`src/hdl/klex_pkg.sv`:
```
package klex_pkg;

	typedef enum logic [4:0] {
		KIND_SEMI   = 5'd0,
		KIND_PLUS   = 5'd1,
		KIND_MINUS  = 5'd2,
		KIND_TIMES  = 5'd3,
		KIND_DIV    = 5'd4,
		KIND_LP     = 5'd5,
		KIND_RP     = 5'd6,
		KIND_LT     = 5'd7,
		KIND_GT     = 5'd8,
		KIND_ASSIGN = 5'd9,
		KIND_COMP   = 5'd10,
		KIND_NUM    = 5'd11,
		KIND_ID     = 5'd12,
		KIND_IF     = 5'd13,
		KIND_DO     = 5'd14,
		KIND_END    = 5'd15,
		KIND_THEN   = 5'd16,
		KIND_WHILE  = 5'd17,
		KIND_BEGIN  = 5'd18,
		KIND_EOI    = 5'd19,
		KIND_ERROR  = 5'd20
	} tok_kind_t;

	// first five characters of a word, first character in the low byte
	localparam int PREFIX_CHARS = 5;
	localparam logic [39:0] KW_IF    = 40'h00_0000_6669;
	localparam logic [39:0] KW_DO    = 40'h00_0000_6F64;
	localparam logic [39:0] KW_END   = 40'h00_0064_6E65;
	localparam logic [39:0] KW_THEN  = 40'h00_6E65_6874;
	localparam logic [39:0] KW_WHILE = 40'h65_6C69_6877;
	localparam logic [39:0] KW_BEGIN = 40'h6E_6967_6562;

	localparam int QUEUE_DEPTH = 4;

	typedef struct packed {
		tok_kind_t   kind;
		logic [10:0] len;
		logic [15:0] line;
		logic [9:0]  col;
		logic [7:0]  bad;
	} token_t;

	// everything one character produces: one or two tokens
	typedef struct packed {
		token_t t0;
		token_t t1;
		logic   two;
	} tok_pair_t;

endpackage

```
`src/hdl/keyword_lexer.sv`:
```
// channel | dir | handshake             | beat payload
// input   | in  | in_valid / in_ready   | char_code, end_of_input
// output  | out | out_valid / out_ready | token_kind, lexeme_length, line_number,
//         |     |                       | start_column, bad_char, last
//
// Front end takes one character beat per cycle; in_ready only drops when
// the four-entry queue of token pairs is full.
// A character yields zero, one or two tokens; the back end sends one token
// beat per cycle while out_ready is high, so an item with two tokens holds
// the back end until both beats are taken. Tokens pass the queue, then the output reg.
// Reset (arst_n low) sets line 1, column 0, clears pending word and queue.
// Output stalls back up through the queue to in_ready, never losing a token.
module keyword_lexer #(
	parameter int MAX_LINE  = 1024,
	parameter int LINE_BITS = 16
) (
	input  logic        clk,
	input  logic        arst_n,
	input  logic        in_valid,
	output logic        in_ready,
	input  logic [7:0]  char_code,
	input  logic        end_of_input,
	output logic        out_valid,
	input  logic        out_ready,
	output logic [4:0]  token_kind,
	output logic [10:0] lexeme_length,
	output logic [15:0] line_number,
	output logic [9:0]  start_column,
	output logic [7:0]  bad_char,
	output logic        last
);
	import klex_pkg::*;

	logic      take;
	logic      push;
	tok_pair_t pair;
	logic      q_valid;
	logic      q_pop;
	tok_pair_t q_data;
	token_t    tok;

	assign take = in_valid && in_ready;

	// front: word assembly, keyword match, line/column tracking
	klex_front #(
		.MAX_LINE (MAX_LINE),
		.LINE_BITS(LINE_BITS)
	) u_front (
		.clk         (clk),
		.arst_n      (arst_n),
		.take        (take),
		.char_code   (char_code),
		.end_of_input(end_of_input),
		.push        (push),
		.pair        (pair)
	);

	// decoupling queue of token pairs
	klex_queue u_queue (
		.clk      (clk),
		.arst_n   (arst_n),
		.push     (push),
		.push_data(pair),
		.not_full (in_ready),
		.pop      (q_pop),
		.not_empty(q_valid),
		.pop_data (q_data)
	);

	// back: serializes pairs into single-token beats
	klex_back u_back (
		.clk      (clk),
		.arst_n   (arst_n),
		.q_valid  (q_valid),
		.q_data   (q_data),
		.q_pop    (q_pop),
		.out_valid(out_valid),
		.out_ready(out_ready),
		.tok      (tok),
		.tok_last (last)
	);

	assign token_kind    = tok.kind;
	assign lexeme_length = tok.len;
	assign line_number   = tok.line;
	assign start_column  = tok.col;
	assign bad_char      = tok.bad;

	// EOI always closes its beat group
	a_eoi_last: assert property (@(posedge clk) disable iff (!arst_n)
		out_valid && token_kind == KIND_EOI |-> last)
		else $error("EOI token not marked last");

	// ERROR always closes its beat group
	a_err_last: assert property (@(posedge clk) disable iff (!arst_n)
		out_valid && token_kind == KIND_ERROR |-> last)
		else $error("ERROR token not marked last");

	// only ERROR carries a bad character
	a_bad_zero: assert property (@(posedge clk) disable iff (!arst_n)
		out_valid && token_kind != KIND_ERROR |-> bad_char == 8'h00)
		else $error("bad_char set on non-error token");

	// lines count from one
	a_line_nz: assert property (@(posedge clk) disable iff (!arst_n)
		out_valid |-> line_number != 16'h0000)
		else $error("line number zero");

endmodule

```
`src/hdl/klex_front.sv`:
```
module klex_front #(
	parameter int MAX_LINE  = 1024,
	parameter int LINE_BITS = 16
) (
	input  logic                clk,
	input  logic                arst_n,
	input  logic                take,
	input  logic [7:0]          char_code,
	input  logic                end_of_input,
	output logic                push,
	output klex_pkg::tok_pair_t pair
);
	import klex_pkg::*;

	localparam int COL_W = $clog2(MAX_LINE);
	localparam int LEN_W = $clog2(MAX_LINE + 1);
	localparam int LN_W  = (LINE_BITS < 16) ? LINE_BITS : 16;

	logic              active_q;
	logic [39:0]       prefix_q;
	logic [LEN_W-1:0]  len_q;
	logic              digits_q;
	logic [COL_W-1:0]  wcol_q;
	logic [LN_W-1:0]   wline_q;
	logic [LN_W-1:0]   line_q;
	logic [COL_W-1:0]  col_q;
	logic              halted_q;

	logic is_digit, is_alnum, is_blank, is_nl, is_op;
	tok_kind_t op_kind, word_kind;
	token_t word_tok, char_tok;
	logic [COL_W-1:0] col_next;
	logic [39:0] prefix_next;

	assign is_digit = (char_code >= 8'h30) && (char_code <= 8'h39);
	assign is_alnum = is_digit
		|| ((char_code >= 8'h61) && (char_code <= 8'h7A))
		|| ((char_code >= 8'h41) && (char_code <= 8'h5A));
	assign is_blank = (char_code == 8'h20) || (char_code == 8'h09) || (char_code == 8'h0D);
	assign is_nl    = (char_code == 8'h0A);

	always_comb begin
		is_op   = 1'b1;
		op_kind = KIND_ERROR;
		unique case (char_code)
			8'h3B: op_kind = KIND_SEMI;
			8'h2B: op_kind = KIND_PLUS;
			8'h2D: op_kind = KIND_MINUS;
			8'h2A: op_kind = KIND_TIMES;
			8'h2F: op_kind = KIND_DIV;
			8'h28: op_kind = KIND_LP;
			8'h29: op_kind = KIND_RP;
			8'h3C: op_kind = KIND_LT;
			8'h3E: op_kind = KIND_GT;
			8'h3A: op_kind = KIND_ASSIGN;
			8'h3D: op_kind = KIND_COMP;
			default: is_op = 1'b0;
		endcase
	end

	always_comb begin
		word_kind = KIND_ID;
		if (digits_q) word_kind = KIND_NUM;
		else if (len_q == LEN_W'(2) && prefix_q == KW_IF) word_kind = KIND_IF;
		else if (len_q == LEN_W'(2) && prefix_q == KW_DO) word_kind = KIND_DO;
		else if (len_q == LEN_W'(3) && prefix_q == KW_END) word_kind = KIND_END;
		else if (len_q == LEN_W'(4) && prefix_q == KW_THEN) word_kind = KIND_THEN;
		else if (len_q == LEN_W'(5) && prefix_q == KW_WHILE) word_kind = KIND_WHILE;
		else if (len_q == LEN_W'(5) && prefix_q == KW_BEGIN) word_kind = KIND_BEGIN;
	end

	assign word_tok = '{kind: word_kind, len: 11'(len_q), line: 16'(wline_q),
		col: 10'(wcol_q), bad: 8'h00};

	always_comb begin
		char_tok = '{kind: KIND_EOI, len: 11'd0, line: 16'(line_q),
			col: 10'(col_q), bad: 8'h00};
		if (!end_of_input) begin
			char_tok.kind = is_op ? op_kind : KIND_ERROR;
			char_tok.len  = 11'd1;
			char_tok.bad  = is_op ? 8'h00 : char_code;
		end
	end

	assign col_next = (col_q < COL_W'(MAX_LINE - 1)) ? col_q + COL_W'(1) : col_q;

	always_comb begin
		prefix_next = prefix_q;
		for (int i = 0; i < PREFIX_CHARS; i++) begin
			if (len_q == LEN_W'(i)) prefix_next[8*i +: 8] = char_code;
		end
	end

	// token pair: pending word goes first when there is one
	always_comb begin
		push     = 1'b0;
		pair.two = 1'b0;
		pair.t0  = char_tok;
		pair.t1  = char_tok;
		if (take) begin
			if (end_of_input) begin
				push = 1'b1;
				if (active_q && !halted_q) begin
					pair.t0  = word_tok;
					pair.two = 1'b1;
				end
			end else if (!halted_q && !is_alnum) begin
				if (active_q) begin
					pair.t0 = word_tok;
					push    = 1'b1;
					pair.two = !(is_blank || is_nl);
				end else begin
					push = !(is_blank || is_nl);
				end
			end
		end
	end

	always_ff @(posedge clk or negedge arst_n) begin
		if (!arst_n) begin
			active_q <= 1'b0;
			prefix_q <= '0;
			len_q    <= '0;
			digits_q <= 1'b1;
			wcol_q   <= '0;
			wline_q  <= LN_W'(1);
			line_q   <= LN_W'(1);
			col_q    <= '0;
			halted_q <= 1'b0;
		end else if (take) begin
			if (end_of_input) begin
				active_q <= 1'b0;
				prefix_q <= '0;
				len_q    <= '0;
				digits_q <= 1'b1;
				wcol_q   <= '0;
				wline_q  <= LN_W'(1);
				line_q   <= LN_W'(1);
				col_q    <= '0;
				halted_q <= 1'b0;
			end else if (!halted_q) begin
				if (is_alnum) begin
					if (!active_q) begin
						wcol_q  <= col_q;
						wline_q <= line_q;
					end
					active_q <= 1'b1;
					prefix_q <= prefix_next;
					if (len_q < LEN_W'(MAX_LINE)) len_q <= len_q + LEN_W'(1);
					if (!is_digit) digits_q <= 1'b0;
					col_q <= col_next;
				end else begin
					active_q <= 1'b0;
					prefix_q <= '0;
					len_q    <= '0;
					digits_q <= 1'b1;
					if (is_nl) begin
						if (line_q != '1) line_q <= line_q + LN_W'(1);
						col_q <= '0;
					end else begin
						col_q <= col_next;
						if (!is_blank && !is_op) halted_q <= 1'b1;
					end
				end
			end
		end
	end

endmodule

```
`src/hdl/klex_queue.sv`:
```
module klex_queue (
	input  logic                clk,
	input  logic                arst_n,
	input  logic                push,
	input  klex_pkg::tok_pair_t push_data,
	output logic                not_full,
	input  logic                pop,
	output logic                not_empty,
	output klex_pkg::tok_pair_t pop_data
);
	import klex_pkg::*;

	localparam int PTR_W = $clog2(QUEUE_DEPTH);

	tok_pair_t        mem_q [QUEUE_DEPTH];
	logic [PTR_W-1:0] wr_q, rd_q;
	logic [PTR_W:0]   cnt_q;

	assign not_full  = (cnt_q != (PTR_W+1)'(QUEUE_DEPTH));
	assign not_empty = (cnt_q != '0);
	assign pop_data  = mem_q[rd_q];

	always_ff @(posedge clk) begin
		if (push) mem_q[wr_q] <= push_data;
	end

	always_ff @(posedge clk or negedge arst_n) begin
		if (!arst_n) begin
			wr_q  <= '0;
			rd_q  <= '0;
			cnt_q <= '0;
		end else begin
			if (push) wr_q <= wr_q + PTR_W'(1);
			if (pop) rd_q <= rd_q + PTR_W'(1);
			cnt_q <= cnt_q + (PTR_W+1)'(push) - (PTR_W+1)'(pop);
		end
	end

endmodule

```
`src/hdl/klex_back.sv`:
```
module klex_back (
	input  logic                clk,
	input  logic                arst_n,
	input  logic                q_valid,
	input  klex_pkg::tok_pair_t q_data,
	output logic                q_pop,
	output logic                out_valid,
	input  logic                out_ready,
	output klex_pkg::token_t    tok,
	output logic                tok_last
);
	import klex_pkg::*;

	tok_pair_t cur_q;
	logic      vld_q;
	logic      sec_q;
	logic      load;

	assign tok_last  = !cur_q.two || sec_q;
	assign tok       = sec_q ? cur_q.t1 : cur_q.t0;
	assign out_valid = vld_q;
	assign load      = !vld_q || (out_ready && tok_last);
	assign q_pop     = load && q_valid;

	always_ff @(posedge clk) begin
		if (q_pop) cur_q <= q_data;
	end

	always_ff @(posedge clk or negedge arst_n) begin
		if (!arst_n) begin
			vld_q <= 1'b0;
			sec_q <= 1'b0;
		end else if (load) begin
			vld_q <= q_valid;
			sec_q <= 1'b0;
		end else if (out_ready) begin
			sec_q <= 1'b1;
		end
	end

endmodule
```
`config.mk`:
```
export PLATFORM = sky130hd
export DESIGN_NAME = keyword_lexer
export DESIGN_NICKNAME = d
export VERILOG_FILES = /design/src/hdl/klex_pkg.sv /design/src/hdl/keyword_lexer.sv /design/src/hdl/klex_front.sv /design/src/hdl/klex_queue.sv /design/src/hdl/klex_back.sv
export SDC_FILE = /design/constraint.sdc
export NUM_CORES = 1
export LEC_CHECK = 0
export ABC_AREA = 1
export BUFFER_PORTS_ARGS = -buffer_cell sky130_fd_sc_hd__clkbuf_2
export CORE_ASPECT_RATIO = 0.8
export CORE_UTILIZATION = 45
export CTS_CLUSTER_DIAMETER = 120
export DETAILED_ROUTE_END_ITERATION = 7
export PLACE_DENSITY_LB_ADDON = 0.15
export SYNTH_ARGS = -nofsm -noshare
export SYNTH_HDL_FRONTEND = slang
export SYNTH_SLANG_ARGS = --single-unit
export TNS_END_PERCENT = 5
```
`constraint.sdc`:
```
create_clock -name clk -period 12.4 [get_ports clk]
set_input_delay 2.48 -clock clk [delete_from_list [all_inputs] [get_ports clk]]
set_output_delay 2.48 -clock clk [all_outputs]
set_load 0.02 [all_outputs]
```
# Yosys cells after proc, flatten, opt, wreduce, memory -nomap -nowiden
# Memories as Yosys holds them, arrays and structs flattened. A register that Yosys moved wholly into a read port is not among the register bits.
# Index checks and enable logic that the tools add are counted.
[word_totals]
memories = 1
out_inout_bits = 53
word_cells = 192
ramBits = 404
ff_bits = 115
inputBits = 13
[memory_table]
columns = ["memory", "depth", "word_bits", "read_ports", "rd_ports_with_merged_regs", "wr", "line", "text"]
rows = [
  ["u_queue.mem_q", 4, 101, 1, 1, 1, "klex_queue.sv:15", "tok_pair_t mem_q [QUEUE_DEPTH];"],
]
[op_classes]
n_reduce_logical = 46
mux = 74
eq_ne = 38
order_cmp = 8
add_sub_neg = 7
[op_table]
columns = ["operator", "count"]
rows = [
  ["50-bit two-way mux", 6],
  ["16-bit two-way mux", 10],
  ["40-bit two-way mux", 3],
  ["8-bit by 6-bit equality test with 1-bit output, second input constant", 12],
  ["10-bit two-way mux", 9],
  ["40-bit by 15-bit equality test with 1-bit output, second input constant", 2],
  ["40-bit by 39-bit equality test with 1-bit output, second input constant", 2],
  ["8-bit two-way mux", 7],
  ["5-bit case mux with 11 select lines", 1],
  ["11-bit two-way mux", 4],
  ["40-bit by 23-bit equality test with 1-bit output, second input constant", 1],
  ["40-bit by 31-bit equality test with 1-bit output, second input constant", 1],
  ["5-bit two-way mux", 8],
  ["1-bit two-way mux", 26],
  ["8-bit by 4-bit equality test with 1-bit output, second input constant", 3],
  ["3-bit inequality test, second input constant", 8],
  ["11-bit by 2-bit equality test with 1-bit output, second input constant", 2],
  ["11-bit by 3-bit equality test with 1-bit output, second input constant", 2],
  ["3-bit AND reduction", 7],
  ["16-bit by 1-bit adder with 16-bit output, second input constant", 1],
  ["8-bit by 7-bit >= comparator with 1-bit output, second input constant", 2],
  ["8-bit by 7-bit less-or-equal comparator with 1-bit output, second input constant", 2],
  ["16-bit inequality test, second input constant", 1],
  ["1-bit logical AND", 15],
  ["20 further kinds", 38],
]

# Logic depth before layout (Yosys ltp)
[logic_depth]
word_depth = 13
ltp_mapped = 15

# Hierarchy
# A second synthesis with hierarchy kept.
[hier_totals]
cells_unflattened = 3024
hier_area_um2 = 28638.7
[modules_own_cells]
columns = ["mod", "cells_per_inst", "area_each_um2", "seq_area_each_um2", "n_inst"]
rows = [
  ["klex_queue", 1630, 17440.5, 12306.8, 1],
  ["klex_front", 1119, 7387.1, 2656.3, 1],
  ["klex_back", 273, 3803.6, 3083.0, 1],
  ["keyword_lexer", 2, 7.5, 0.0, 1],
]

# Least setup slack after synthesis
# OpenSTA, ideal clock, no wires.
[synth_path]
kind = "input port to flip-flop"
from = "in out_ready"
to = "reg u_queue.cnt_q[2]"
cell_stages = 8
arrival_time_ps = 8581
path_buffers = 0
required_time_ps = 12277
path_slack_ps = 3697
path_cell_list = "nand2_1 -> a21oi_1 -> ha_1 -> inv_1 -> ha_1 -> inv_1 -> fa_1 -> xnor2_1"
[synth_via]
elab_chain_cells = 4
[synth_rtl]
columns = ["element", "line", "text"]
rows = [
  ["start: declaration", "keyword_lexer.sv:24", "input logic out_ready,"],
  ["1-bit logical AND", "klex_back.sv:22", "assign load = !vld_q || (out_ready && tok_last);"],
  ["1-bit logical OR", "klex_back.sv:22", ""],
  ["1-bit logical AND", "klex_back.sv:23", "assign q_pop = load && q_valid;"],
  ["via q_pop", "keyword_lexer.sv:38", "logic q_pop;"],
  ["3-bit by 1-bit subtractor with 3-bit output", "klex_queue.sv:35", "cnt_q <= cnt_q + (PTR_W+1)'(push) - (PTR_W+1)'(pop);"],
  ["end signal: assignment", "klex_queue.sv:35", ""],
  ["end: declaration", "klex_queue.sv:17", "logic [PTR_W:0] cnt_q;"],
]
# The timed path passes the listed nets, and every way through them passes these cells.
# A chain may end at the register's enable or synchronous reset.

# Final worst setup path
[layout_path]
from = "in char_code[0]"
to = "mem u_queue.mem_q[0][30] in the netlist's numbering, enable pin"
[layout_via]
elab_chain_cells = 11
word_cells_on_any_way = 27
classes_between = "6 x order compare; 4 x eq/ne; 6 x mux; 11 x reduce/logical"
[layout_rtl]
columns = ["element", "line", "text"]
rows = [
  ["start: declaration", "keyword_lexer.sv:21", "input logic [7:0] char_code,"],
  ["8-bit by 6-bit >= comparator with 1-bit output, or another cell as far along", "klex_front.sv:35", "assign is_digit = (char_code >= 8'h30) && (char_code <= 8'h39);"],
  ["1-bit logical AND, or another cell as far along", "klex_front.sv:35", ""],
  ["1-bit logical OR (on tied branches)", "klex_front.sv:37, klex_front.sv:39", ""],
  ["1-bit logical OR (on tied branches)", "klex_front.sv:38, klex_front.sv:113", ""],
  ["1-bit logical NOT (on tied branches)", "klex_front.sv:107, klex_front.sv:113", ""],
  ["1-bit logical AND or 1-bit two-way mux (tied branches)", "klex_front.sv:107, klex_front.sv:108", ""],
  ["1-bit two-way mux (*)", "klex_front.sv:107", "end else if (!halted_q && !is_alnum) begin"],
  ["1-bit two-way mux (*)", "klex_front.sv:101", "if (end_of_input) begin"],
  ["1-bit two-way mux (*)", "klex_front.sv:100", "if (take) begin"],
  ["1-bit two-way mux (*)", "klex_queue.sv:24", "if (push) mem_q[wr_q] <= push_data;"],
  ["1-bit two-way mux (implied by the code) (*)", "klex_queue.sv:24", ""],
  ["end: declaration", "klex_queue.sv:15", ""],
]
# Mark *: on every way between the ends. The rest lies on a longest branch, timed or not.

==> key figures <==
Route
  – Aggregate routed wire length: 60.6 mm
  – Routed len/inst: slightly below 20 µm
  – Remaining design rule violation count: 0
  – Number of violations reported at the end of detailed-routing iteration 0: between 1000 and 1500
  – Detail-routed via count per cell: approximately 5.4
  – Number of detailed-routing iterations run before antenna repair: 7
  – Vias post-DR: 17100
  – Post-detailed-route count of antenna-violating nets: 0

Global routing
  – Antenna violations before repair: 2
  – First-pass GRT wire length: 94.9 mm
  – Vias in the first global route: 16500
  – Largest net degree at the start of global routing: 100
  – GRT Resource Usage Total: roughly 22%
  – GR Overflow Total: 0

Floorplanning
  – Core Box Area: 53900 µm²
  – I/O Pins: 66
  – Width of the die: 264 µm
  – Height of the die: 211 µm
  – Effective utilization at floorplan: between 40% and 50%
  – Die Area: 55700 µm²
  – Floorplan row count: 76

Cells and area
  – # fillers: between 4000 and 5000
  – Most common cell after layout, fill and taps aside: sky130_fd_sc_hd__nand2_1
  – Total number of nets in the final design: 2413
  – Fraction of final layout cells with drive strength greater than 1: 9.25%
  – Number of cells in the finished layout apart from fillers: 3134
  – Growth of design area from synthesis to finish: 11.7%
  – Commonest non-fill, non-tap cells in the layout: sky130_fd_sc_hd__nand2_1, sky130_fd_sc_hd__edfxtp_1, sky130_fd_sc_hd__nor2_1
  – Post-route cell area: around 28000 µm²
  – Ant. Diodes: 0

Worst setup path
  – End of the worst register-to-register path: u_queue.cnt_q[2]$_DFF_PN0_
  – Required time of the critical path: 12630 ps
  – CP Data Arrival Time: 5770 ps
  – Origin of the critical flop-to-flop path: u_back.sec_q$_DFFE_PN0P_
  – Worst setup endpoint: u_queue.mem_q[0][30]$_DFFE_PP_
  – Largest fanout of any net on the critical path: 40
  – Kind of critical path: primary input to register
  – Type of element launching the critical path: primary input
  – Register-to-register setup slack: 8260 ps
  – Path depth of the worst reg2reg path: 12
  – Critical path origin: char_code[0]
  – Sort of element at the end of the critical path: register

Yosys
  – Share of synthesized area occupied by flip-flops and latches: about two thirds
  – Synth top area share: 55.5%
  – Net count after synthesis: 2377
  – Most used flip-flop cell after synthesis: sky130_fd_sc_hd__edfxtp_1
  – Synth top area cells: sky130_fd_sc_hd__edfxtp_1, sky130_fd_sc_hd__dfrtp_1, sky130_fd_sc_hd__nand2_1, sky130_fd_sc_hd__nor2_1, sky130_fd_sc_hd__o21ai_0
  – Count of different cell masters after synthesis: 45
  – Number of warning messages in the yosys log: 0
  – Post-synth EDFFs: 455
  – Fraction of registers with async set or reset after synthesis: 20.2%
  – Post-Syn Area: 24600 µm²
  – Area leader, netlist: sky130_fd_sc_hd__edfxtp_1
  – Number of standard cells after synthesis: 2351
  – Synthesized area per cell: 10.5 µm²
  – Number of synthesized register bits: 570

Clock network
  – H-tree level count: 2
  – Sink count of the clock tree: 570
  – Quantity of gates resized following cts: 0
  – CTS tree: yes
  – Maximum number of buffers from clock root to sink: 3
  – Clock latency of the later-clocked register in the worst-skew pair: between 600 and 700 ps
  – Total clock buffers created by CTS: 55
  – Post-CTS setup buffers: 0
  – Total of hold buffers inserted after clock tree synthesis: 0
  – Clock slew seen by the registers of the worst setup and hold paths: 60 ps
  – CTS Root Buffer Type: sky130_fd_sc_hd__clkbuf_16

Timing
  – Number of pins exceeding their max-slew limit in the final report: 0
  – Unrepaired setup endpoints after global routing: false
  – Final-report setup violation count: 0
  – Headroom to the max-slew limit: 25.4%
  – Hold Vio Cnt, Final: 0
  – Final hold slack: roughly 470 ps
  – Minimum period implied by the final worst setup slack: around 5500 ps
  – Final period util: 44.7%
  – Worst clock skew: 30.0 ps
  – Setup Total Neg Slack: 0 ps
  – Maximum frequency from static timing analysis: 0.181 GHz
  – Slew at the pin with the worst max-slew slack: 1120 ps

Flow run
  – Max-capacitance violation count: 0

Power and ir drop
  – Total power density per cell area: 233 nW/µm²
  – Lkg Pwr: 10.8 nW
  – Worst vdd ir: 0.155 mV

Placement
  – RD Place Congestion: 0.910
  – Instance area at placement: 25600 µm²
  – Number of input and output port buffers inserted: 65
  – Post-Place Cells: 3032
  – Detailed placer's ending HPWL: 35.9 mm

Outcome
  – Run status: completed

Worst hold path
  – Tightest Hold Check Type: register to register
## worst min path at each step
stage          cells after the start                      startpoint                        endpoint
2_1_floorplan                      2    u_front.digits_q$_DFFE_PN1P_    u_front.digits_q$_DFFE_PN1P_
3_3_place_gp                       2  u_front.wline_q[0]$_DFFE_PN1P_  u_front.wline_q[0]$_DFFE_PN1P_
3_5_place_dp                       2    u_front.digits_q$_DFFE_PN1P_    u_front.digits_q$_DFFE_PN1P_
4_1_cts                            2    u_front.digits_q$_DFFE_PN1P_    u_front.digits_q$_DFFE_PN1P_
5_1_grt                            2  u_front.wline_q[0]$_DFFE_PN1P_  u_front.wline_q[0]$_DFFE_PN1P_
6_report                           2    u_front.digits_q$_DFFE_PN1P_    u_front.digits_q$_DFFE_PN1P_
## final cells by class
class                           count  area (µm²)  share of cell area, %
Clock inverter                     30         394                   1.43
Timing Repair Buffer               87         493                   1.79
Inverter                          168         634                   2.31
Sequential cell                   570       16600                   60.2
Multi-Input combinational cell   1505        7060                   25.7
Tap cell                          702         878                   3.19
Clock buffer                       72        1500                   5.46
## synth_stat cells (2+ instances only)
master / number
sky130_fd_sc_hd__nor2_1: 371
sky130_fd_sc_hd__xnor2_1: 3
sky130_fd_sc_hd__buf_6: 4
sky130_fd_sc_hd__edfxtp_1: 455
sky130_fd_sc_hd__o21ai_1: 6
sky130_fd_sc_hd__buf_1: 9
sky130_fd_sc_hd__a21oi_1: 14
sky130_fd_sc_hd__buf_4: 2
sky130_fd_sc_hd__nor2_4: 6
sky130_fd_sc_hd__xor2_1: 19
sky130_fd_sc_hd__nand3_1: 84
sky130_fd_sc_hd__buf_2: 11
sky130_fd_sc_hd__dfrtp_1: 112
sky130_fd_sc_hd__nor4_1: 3
sky130_fd_sc_hd__ha_1: 12
sky130_fd_sc_hd__o21ai_0: 210
sky130_fd_sc_hd__o31ai_1: 5
sky130_fd_sc_hd__dfstp_2: 3
sky130_fd_sc_hd__nand4_1: 43
sky130_fd_sc_hd__inv_2: 12
sky130_fd_sc_hd__nand3_4: 2
sky130_fd_sc_hd__o211ai_1: 3
sky130_fd_sc_hd__nor2_2: 5
sky130_fd_sc_hd__nand2_1: 549
sky130_fd_sc_hd__a32oi_1: 26
sky130_fd_sc_hd__nor3_1: 28
sky130_fd_sc_hd__o22ai_1: 95
sky130_fd_sc_hd__clkbuf_1: 82
sky130_fd_sc_hd__nand2_2: 7
sky130_fd_sc_hd__nand2_4: 2
sky130_fd_sc_hd__inv_1: 154
## cells by family after synthesis
family,Yosys count,synth area share [%]
AOI/OAI and AO/OA,362,8.34
and+or+nand+nor,1108,18.6
adders and majority gates,13,0.691
DFF,570,67.2
xor gates and xnor gates,22,0.782
buffers and inverters,276,4.42
## layer usage
metal	up-vias	track usage (%)	part of all wire, %
met1	8370	32.7	49
met4	0	5.59	1.7
met2	470	33.9	44
met3	70	3.51	5.7
met5	-	0	0
li1	8155	-	-
## power breakdown
| group | switching [mW] | total (mW) | internal (mW) |
|---|---|---|---|
| clock | 0.715 | 1.75 | 1.04 |
| sequential | 0.185 | 2.81 | 2.62 |
| combinational | 1.36 | 1.85 | 0.482 |
| total | 2.26 | 6.41 | 4.14 |
## registers in the layout, summed over array words and instances, names as in the netlist
name and count:
u_front.digits_q 1, u_front.halted_q 1, u_front.active_q 1, u_back.sec_q 1, u_queue.wr_q 2, u_front.line_q 16
u_back.cur_q 91, u_queue.cnt_q 3, u_queue.rd_q 2, u_front.wline_q 16, u_front.prefix_q 40, u_front.col_q 10
u_front.len_q 11, u_back.out_valid 1, u_queue.mem_q 364, u_front.wcol_q 10
## stage by stage
step	total power, mW	setup slack [ps]	util [%]
6_report	6.41	6860	51.0
3_3_place_gp	4.67	6290	47.5
5_1_grt	6.78	6590	51.0
4_1_cts	6.48	6840	51.0
3_5_place_dp	4.72	6190	47.5
2_1_floorplan	4.07	3700	-
## worst max-delay path: stages
cell	delay [ps]
sky130_fd_sc_hd__clkbuf_2	160
sky130_fd_sc_hd__nor2_2	180
sky130_fd_sc_hd__nand2_1	110
sky130_fd_sc_hd__o21ai_1	130
sky130_fd_sc_hd__inv_1	50
sky130_fd_sc_hd__nand2_1	160
sky130_fd_sc_hd__nand3_4	210
sky130_fd_sc_hd__nand2_4	300
sky130_fd_sc_hd__nand2_2	240
sky130_fd_sc_hd__nor2_4	470
sky130_fd_sc_hd__buf_4	630
sky130_fd_sc_hd__buf_4	590
Note: power is estimated with default switching activity, not from simulation.
